<file path="src/design/layer_bucket_linker_defines.svh">
// assertion macros used by the datapath
// clocked on aclk, held off while aresetn is low
`ifndef LAYER_BUCKET_LINKER_DEFINES_SVH
`define LAYER_BUCKET_LINKER_DEFINES_SVH

`ifndef SYNTHESIS

// same-cycle implication
`define LBL_ASSERT_IMP(label, pre, post) \
    label: assert property (@(posedge aclk) disable iff (!aresetn) (pre) |-> (post)) \
        else $error("layer bucket linker check failed");

// next-cycle implication
`define LBL_ASSERT_NXT(label, pre, post) \
    label: assert property (@(posedge aclk) disable iff (!aresetn) (pre) |=> (post)) \
        else $error("layer bucket linker check failed");

`else

`define LBL_ASSERT_IMP(label, pre, post)
`define LBL_ASSERT_NXT(label, pre, post)

`endif

`endif

</file>
<file path="src/design/lbl_pkg.sv">
`default_nettype none

package lbl_pkg;

    localparam int SIZE_W      = 7;
    localparam int IDX_W       = 6;
    localparam int WEIGHT_W    = 32;
    localparam int BUCKET_W    = 24;
    localparam int IN_TDATA_W  = 56;
    localparam int OUT_TDATA_W = 56;

    localparam logic [BUCKET_W-1:0] BUCKET_MAX = 24'hFFFFFF;

    typedef logic [1:0] action_t;

    localparam action_t ACT_START = 2'd0;
    localparam action_t ACT_LINK  = 2'd1;
    localparam action_t ACT_CLOSE = 2'd2;

    typedef enum logic [1:0] {
        ST_IDLE,
        ST_LINK_WR,
        ST_START_EMIT,
        ST_CLOSE_EMIT
    } state_t;

    typedef struct packed {
        logic accept;
        logic link_write;
        logic emit_start;
        logic emit_close;
    } lbl_cmd_t;

    typedef struct packed {
        action_t action;
        logic    size_zero;
        logic    out_free;
        logic    emit_last;
    } lbl_status_t;

endpackage

`default_nettype wire

</file>
<file path="src/design/lbl_ctrl.sv">
`default_nettype none

module lbl_ctrl
    import lbl_pkg::*;
(
    input  wire logic        aclk,
    input  wire logic        aresetn,
    input  wire logic        s_tvalid,
    output logic             s_tready,
    input  wire lbl_status_t status,
    output lbl_cmd_t         cmd
);

    state_t state_reg;
    state_t state_next;

    always_ff @(posedge aclk) begin
        if (!aresetn) begin
            state_reg <= ST_IDLE;
        end else begin
            state_reg <= state_next;
        end
    end

    always_comb begin
        state_next = state_reg;
        cmd        = '0;
        s_tready   = 1'b0;
        unique case (state_reg)
            ST_IDLE: begin
                s_tready   = 1'b1;
                cmd.accept = s_tvalid;
                if (s_tvalid) begin
                    priority case (status.action)
                        ACT_LINK:  state_next = ST_LINK_WR;
                        ACT_START: state_next = status.size_zero ? ST_IDLE : ST_START_EMIT;
                        ACT_CLOSE: state_next = status.size_zero ? ST_IDLE : ST_CLOSE_EMIT;
                        default:   state_next = ST_IDLE;
                    endcase
                end
            end
            ST_LINK_WR: begin
                cmd.link_write = 1'b1;
                state_next     = ST_IDLE;
            end
            ST_START_EMIT: begin
                cmd.emit_start = status.out_free;
                if (status.out_free && status.emit_last) begin
                    state_next = ST_IDLE;
                end
            end
            ST_CLOSE_EMIT: begin
                cmd.emit_close = status.out_free;
                if (status.out_free && status.emit_last) begin
                    state_next = ST_IDLE;
                end
            end
            default: state_next = ST_IDLE;
        endcase
    end

endmodule

`default_nettype wire

</file>
<file path="config.mk">
export PLATFORM = sky130hd
export DESIGN_NAME = lbl_ctrl
export DESIGN_NICKNAME = d
export VERILOG_FILES = /design/src/design/layer_bucket_linker_defines.svh /design/src/design/lbl_pkg.sv /design/src/design/lbl_ctrl.sv
export SDC_FILE = /design/constraint.sdc
export NUM_CORES = 1
export LEC_CHECK = 0
export BUFFER_PORTS_ARGS = -buffer_cell sky130_fd_sc_hd__buf_2
export CAP_MARGIN = 20
export CORE_AREA = 2 2 39 41
export CTS_BUF_LIST = sky130_fd_sc_hd__clkbuf_8
export DETAILED_ROUTE_END_ITERATION = 12
export DIE_AREA = 0 0 41 43
export SKIP_LAST_GASP = 1
export SYNTH_ARGS = -nofsm -noshare
export SYNTH_HDL_FRONTEND = slang
export SYNTH_SLANG_ARGS = --single-unit
</file>
<file path="constraint.sdc">
create_clock -name aclk -period 1.4 [get_ports aclk]
set_clock_uncertainty 0.05 [all_clocks]
set_input_delay 0.21 -clock aclk [delete_from_list [all_inputs] [get_ports aclk]]
set_output_delay 0.21 -clock aclk [all_outputs]
set_load 0.01 [all_outputs]
</file>
; ---- Yosys cells after proc, flatten, opt, wreduce, memory -nomap -nowiden
; Cells that the tools add are included.
[op_classes]
n_eq_ne = 7
n_mux = 11
n_reduce_logical = 5
[ops]
columns = cell, n
row1 = case mux 2 bit (3 select lines), 2
row2 = two-way mux 2 bit, 4
row3 = == test 2 bit (second input constant), 3
row4 = two-way mux 1 bit, 5
row5 = == test 2 x 1 -> 1 bit (second input constant), 2
row6 = zero test 2 bit, 2
row7 = != test 2 x 1 -> 1 bit (second input constant), 1
row8 = != test 2 bit (second input constant), 1
row9 = AND reduction 2 bit, 1
row10 = OR reduction 2 bit, 1
row11 = logical AND 1 bit, 1
[totals]
register_bits = 2
in_bits = 8
out_inout_bits = 5
word_cells = 24

; ---- Logic depth before layout (Yosys ltp)
; Gate-level depths: netlist (run 1).
[depth]
word_depth = 4
ltp_mapped = 3
depth_no_buf = 3

; ---- Worst setup path after synthesis (run 1)
; OpenSTA, ideal clock, no wires.
[synth_path]
path_kind = reg2reg
startpoint = reg state_reg[0]
endpoint = reg state_reg[1]
setup_time_ns = 0.065
arrival_time_ns = 0.835
required_ns = 1.285
slack_ns = 0.450
stages_incl_launch_ff = 4
path_buffers = 0
synth_period_minus_slack_ns = 0.950
path_cell_list = dfxtp_1 nor3b_2 a22oi_1 nor2b_1
[synth_between]
elab_chain_cells = 4
elab_cells_between_ends = 9
classes_between = 5 x eq/ne / 1 x mux / 3 x reduce/logical
[synth_lines]
columns = element, line_no
row1 = "start, declared", lbl_ctrl.sv:14  ; state_t state_reg;
row2 = "start signal, assigned", lbl_ctrl.sv:21  ; state_reg <= state_next;
row3 = == test 2 bit, lbl_ctrl.sv:29  ; unique case (state_reg)
row4 = OR reduction 2 bit (no line), --
row5 = != test 2 x 1 -> 1 bit (no line), --
row6 = AND reduction 2 bit (no line), --
; Several ways; a longest one is shown, not always the timed one.
; A chain may end at the register's enable or synchronous reset.

==> reports/results.tsv, run 1 <==
metric	value	unit
status	finished, final reports clean	
antenna_cells	0	
wire_per_inst	7.94	µm
cts_resized	0	
first_iter_violations	4	
fill_cells	156	
drive_gt1_frac	0.581	
dpl_cell_area	206	µm²
syn_area	126	µm²
synth_enable_flop_cells	0	
max_stage_delay	0.34	ns
cts_hold_buf	0	
core_area	1380	µm²
hold_viol_final	0	
grtUsageTotal	0.0571	
grt_pass1_wl	614	µm
ir_worst_vdd	208	µV
ios	13	
synthTopCellsByCount	3 x nand2_1, 3 x nor2_1, 2 x dfxtp_1	
start_kind	flop	
path_cells	nor3b_2, buf_2	
finalCritPeriodShare	0.905	
synthCells	16	
postCtsSetupBuffers	0	
p_per_area	1310	nW/µm²
routabilityCongestion	0.568	
fin_crit	1.27	ns
syn_avg_cell_area	7.90	µm²
cpMaxStageDelayCell	dfxtp_1	
fp-row-count	14	
vias	170	
largest_reg_flops	2	
grt_max_degree	8	
ys_seq_area_frac	0.317	
rsz0062_at_grt	false	
cp.required	1.14	ns
htree_num_levels	1	
cts.sinks	2	
tns	0	ns
synth.top_cell.area_share	0.317	
portBuffers	12	
ys_types	11	
cts_buffer_depth	2	
antenna_found_initial	0	
worstSkewPairLatency	0.21	ns
syn_to_final_growth	96.0	%
synthTopCellsByArea	dfxtp_1 32%, nor3b_2 9.9%, nand2_1 8.9%	
worst_pin_slew	0.242	ns
synthFlopType	dfxtp_1	
async_flop_share	0	
cp_max_fo	6	
finalNetCount	41	
cts_buffers	3	
hold_path_class	input port to flop	
dr.pass1.iters	2	
fmax	789	MHz
grt_pass1_vias	181	
synthesis.nets	24	
antenna_left	0	
synth_area_leader_cell	dfxtp_1	
setup_viol	0	
route.detailed.drc	0	
dieHeight	43	µm
vias_per_cell	3.62	
dieArea	1760	µm²
ys_ff_latch	2	
leakagePower	0.127	nW
max_slew_margin	0.838	
worstPathArrival	1.01	ns
wl	373	µm
start_util	0.0913	
ff2ff_setup_slack	0.46	ns
drv_slew	0	
cp-end-kind	output port	
grt-ovfl-total	0	
fp.dieW	41	µm
clockRootBuffer	clkbuf_8	
tritoncts	yes	
path_class	flop to output port	
cap_violations	0	
clk_pin_slew	0.03	ns
yosysWarnings	0	
final_area	248	µm²
[cells by family after synthesis]
group,after synthesis,synth area share
compound gates,2,0.0990
flops,2,0.317
mux,1,0.0792
simple gates,11,0.505
[cell usage in the layout (no fill, tap or decap)]
cell,n
nor2b_1,1
clkbuf_8,3
o21ai_1,1
buf_2,12
dfxtp_1,2
and2b_2,1
nand4_1,1
nand2_1,3
a22oi_1,1
nor3b_2,1
nor2_1,3
mux2i_1,1
and3_2,1
[report_power, final]
group | internal, W | switching (W)
sequential | 0.0000602 | 0.00000398
combinational | 0.0000194 | 0.0000169
clock | 0.000182 | 0.0000434
[layer usage]
layer	global-route usage	routed length, µm	share of wire	up-vias
met1	0.0607	163	0.44	72
li1	-	-	-	86
met3	0.0157	53	0.14	0
met2	0.0719	155	0.42	12
met4	0.0800	0	0	0
met5	0	0	0	-
[stage by stage]
step	utilization	hold slack, ns	std cells	total power (W)	setup WS [ns]
after floorplan	-	0.288	16	0.0000815	0.450
after global placement	0.149	0.409	44	0.000101	0.380
after detailed placement	0.149	0.419	44	0.000101	0.349
after CTS	0.179	0.201	47	0.000334	0.123
after global routing	0.179	0.247	47	0.000344	0.0418
final	0.179	0.200	47	0.000325	0.133
[path summary, 6_finish.rpt]
path	startpoint	to	cells past startpoint
max	state_reg[0]	cmd[3]	2
max reg2reg	state_reg[0]	state_reg[1]	3
min	aresetn	state_reg[1]	2
min reg2reg	state_reg[0]	state_reg[0]	2
[critical path, delay by kind of cell (launching register included)]
family	cells	cell delay (ns)
buffers and inverters	1	0.18
and+or+nand+nor	1	0.28
DFF	1	0.34
[final cells by class]
type | instances | area [µm²] | share of cell area
Tap cell | 16 | 20.0 | 0.0808
Multi-Input combinational cell | 14 | 86.3 | 0.348
Timing Repair Buffer | 12 | 60.1 | 0.242
Sequential cell | 2 | 40.0 | 0.162
Clock buffer | 3 | 41.3 | 0.167
(Power assumes the default switching activity.)
==> inputs of run 2 (changes only) <==
Settings changed: ABC_AREA from default to 1.
==> run 2 against run 1 <==
Net effect: clock power about the same; via count up 11%; maximum frequency up 0.83%; wire length up 9.1%; combinational power up 41%; first-iteration DRC count down 25%; largest cell class unchanged; cell count up 15%; critical path depth up 1; utilization up 2.6 points; cell area up 15%.
==> reports/results.tsv, run 2 <==
metric	value	unit	change
mostFrequentLayoutCells	12 x buf_2, 4 x inv_1, 3 x nand2_1, 3 x clkbuf_8		
yosysWarnings	0		unchanged
ys_seq_area_frac	0.246		-0.0707
async_flop_share	0		unchanged
htree_num_levels	1		unchanged
critPathBufInv	2		+1
layout_commonest_cell	buf_2		
hold_viol_final	0		unchanged
route.detailed.drc	0		unchanged
vias_per_cell	3.50		-3.2%
reg2reg_from	state_reg[1]		
finalCritPeriodShare	0.898		-0.00741
hold_path_class	input port to flop		
postCtsSetupBuffers	0		unchanged
ff2ff_path_depth	5		+2
ios	13		unchanged
synth_enable_flop_cells	0		unchanged
start_util	0.118		+0.0262
synthTopCellsByArea	dfxtp_1 25%, a21oi_2 11%, inv_1 9.2%		
dieArea	1760	µm²	unchanged
routabilityCongestion	0.586		+3.2%
crit_family	flip-flops		
synth.top_cell.area_share	0.246		-0.0707
sw_frac_of_total	0.217		+0.0195
p_int	0.000265	W	+1.4%
clk_pin_slew	0.03	ns	about the same
antenna_found_initial	0		unchanged
portBuffers	12		unchanged
status	finished, final reports clean		
cp.required	1.14	ns	about the same
path_class	flop to output port		
r2r_end	state_reg[0]		
wl	407	µm	+9.1%
leakagePower	0.140	nW	+10%
cts.sinks	2		unchanged
worstPathArrival	1.00	ns	about the same
cp_max_fo	3		-3
syn_avg_cell_area	7.07	µm²	-10%
fmax	796	MHz	+0.83%
core_area	1380	µm²	unchanged
grt_max_degree	5		-3
setup_viol	0		unchanged
power.switching	0.0000733	W	+14%
regArea	40.0	µm²	unchanged
dieHeight	43	µm	unchanged
max_slew_margin	0.905		+0.0664
synthFlopType	dfxtp_1		
share_seq_of_total_power	0.187		-0.010
p_clk_frac	0.662		-0.029
synthesis.nets	31		+29%
grt_pass1_vias	192		+6.1%
whs	0.217	ns	+0.0162 ns
wire_per_inst	7.54	µm	-5.0%
synthCells	23		+7
cts_resized	0		unchanged
ir_worst_vdd	281	µV	+35%
cp-end-kind	output port		
syn_area	163	µm²	+29%
grt-ovfl-total	0		unchanged
synthTopCellsByCount	4 x inv_1, 3 x nand2_1		
worst_pin_slew	0.143	ns	-0.0988 ns
first_iter_violations	3		-1
grtUsageTotal	0.0712		+0.0141
cap_violations	0		unchanged
tritoncts	yes		
syn_to_final_growth	74.6	%	
ys_types	14		+3
p_per_area	1190	nW/µm²	-9.4%
cp-startpoint	state_reg[0]		
fill_cells	159		+1.9%
max_stage_delay	0.36	ns	+0.02 ns
drv_slew	0		unchanged
rsz0062_at_grt	false		
fp.dieW	41	µm	unchanged
cts_hold_buf	0		unchanged
min_from	aresetn		
clockRootBuffer	clkbuf_8		
grt_pass1_wl	717	µm	+17%
start_kind	flop		
cp.depth	3		+1
cpMaxStageDelayCell	dfxtp_1		
ys_ff_latch	2		unchanged
multi_input_area	98.8	µm²	+14%
largest_reg_flops	2		unchanged
finalNetCount	48		+17%
drive_gt1_frac	0.605		+0.0246
fp-row-count	14		unchanged
vias	189		+11%
synth_most_common_cell	inv_1		
fin_crit	1.26	ns	-0.0104 ns
ff2ff_setup_slack	0.52	ns	+0.06 ns
worstSkewPairLatency	0.21	ns	about the same
cts_buffer_depth	2		unchanged
synth_area_leader_cell	dfxtp_1		
combPwrFrac	0.151		+0.039
antenna_cells	0		unchanged
antenna_left	0		unchanged
path_cells	clkinv_2, nor3_1, buf_2		
dr.pass1.iters	4		+2
worstSetupEndpoint	cmd[0]		
tns	0	ns	unchanged
cts_buffers	3		unchanged
-- run 2: routing by layer --
layer  track usage  share of wire
met1        0.0641           0.42
met4         0.100          0.047
met3        0.0471          0.091
met2        0.0844           0.44
met5             0              0
-- run 2: final cells by class --
| type | count | area share |
|---|---|---|
| inverter | 6 | 0.0837 |
| multi-input combinational | 15 | 0.348 |
| tap | 16 | 0.0705 |
| clock buffer | 3 | 0.145 |
| timing repair buffer | 12 | 0.211 |
| sequential | 2 | 0.141 |
-- run 2: worst reg2reg max path, delay by kind of cell (launching register included) --
| family | cells | cell delay, ns |
|---|---|---|
| compound gates | 1 | 0.11 |
| flops | 1 | 0.33 |
| simple gates | 3 | 0.24 |
| buf+inv | 1 | 0.09 |
-- run 2: kinds of logic (layout without fill, tap and decap cells) --
| kind of cell | count (synthesis) | count (layout) | share of synthesized area |
|---|---|---|---|
| buffers and inverters | 6 | 21 | 0.146 |
| AND/OR/NAND/NOR | 12 | 12 | 0.446 |
| AO/OA/AOI/OAI | 3 | 3 | 0.162 |
| flip-flops | 2 | 2 | 0.246 |
-- run 2: how the worst min path moves through the flow --
stage | endpoint | cells after the start | slack [ns]
2_1_floorplan | state_reg[0] | 2 | 0.32
3_3_place_gp | state_reg[1] | 3 | 0.42
3_5_place_dp | state_reg[0] | 3 | 0.43
4_1_cts | state_reg[0] | 3 | 0.22
5_1_grt | state_reg[0] | 3 | 0.24
6_report | state_reg[1] | 3 | 0.22
-- run 2: per-stage QoR --
step | utilization | power (W) | instances | instance area [µm²] | setup slack, ns
3_5_place_dp | 0.175 | 0.000115 | 51 | 243 | 0.363
4_1_cts | 0.205 | 0.000349 | 54 | 284 | 0.136
2_1_floorplan | - | 0.0000940 | 23 | 163 | 0.389
5_1_grt | 0.205 | 0.000362 | 54 | 284 | 0.0609
6_report | 0.205 | 0.000338 | 54 | 284 | 0.143
3_3_place_gp | 0.175 | 0.000114 | 51 | 243 | 0.386
-- run 2: power by group through the flow --
stage               Combinational (W)  Sequential, W  Clock [W]
floorplan                   0.0000306      0.0000634          0
global placement            0.0000508      0.0000637          0
detailed placement          0.0000515      0.0000640          0
CTS                         0.0000518      0.0000633   0.000234
global route                0.0000573      0.0000637   0.000241
finish                      0.0000511      0.0000632   0.000224
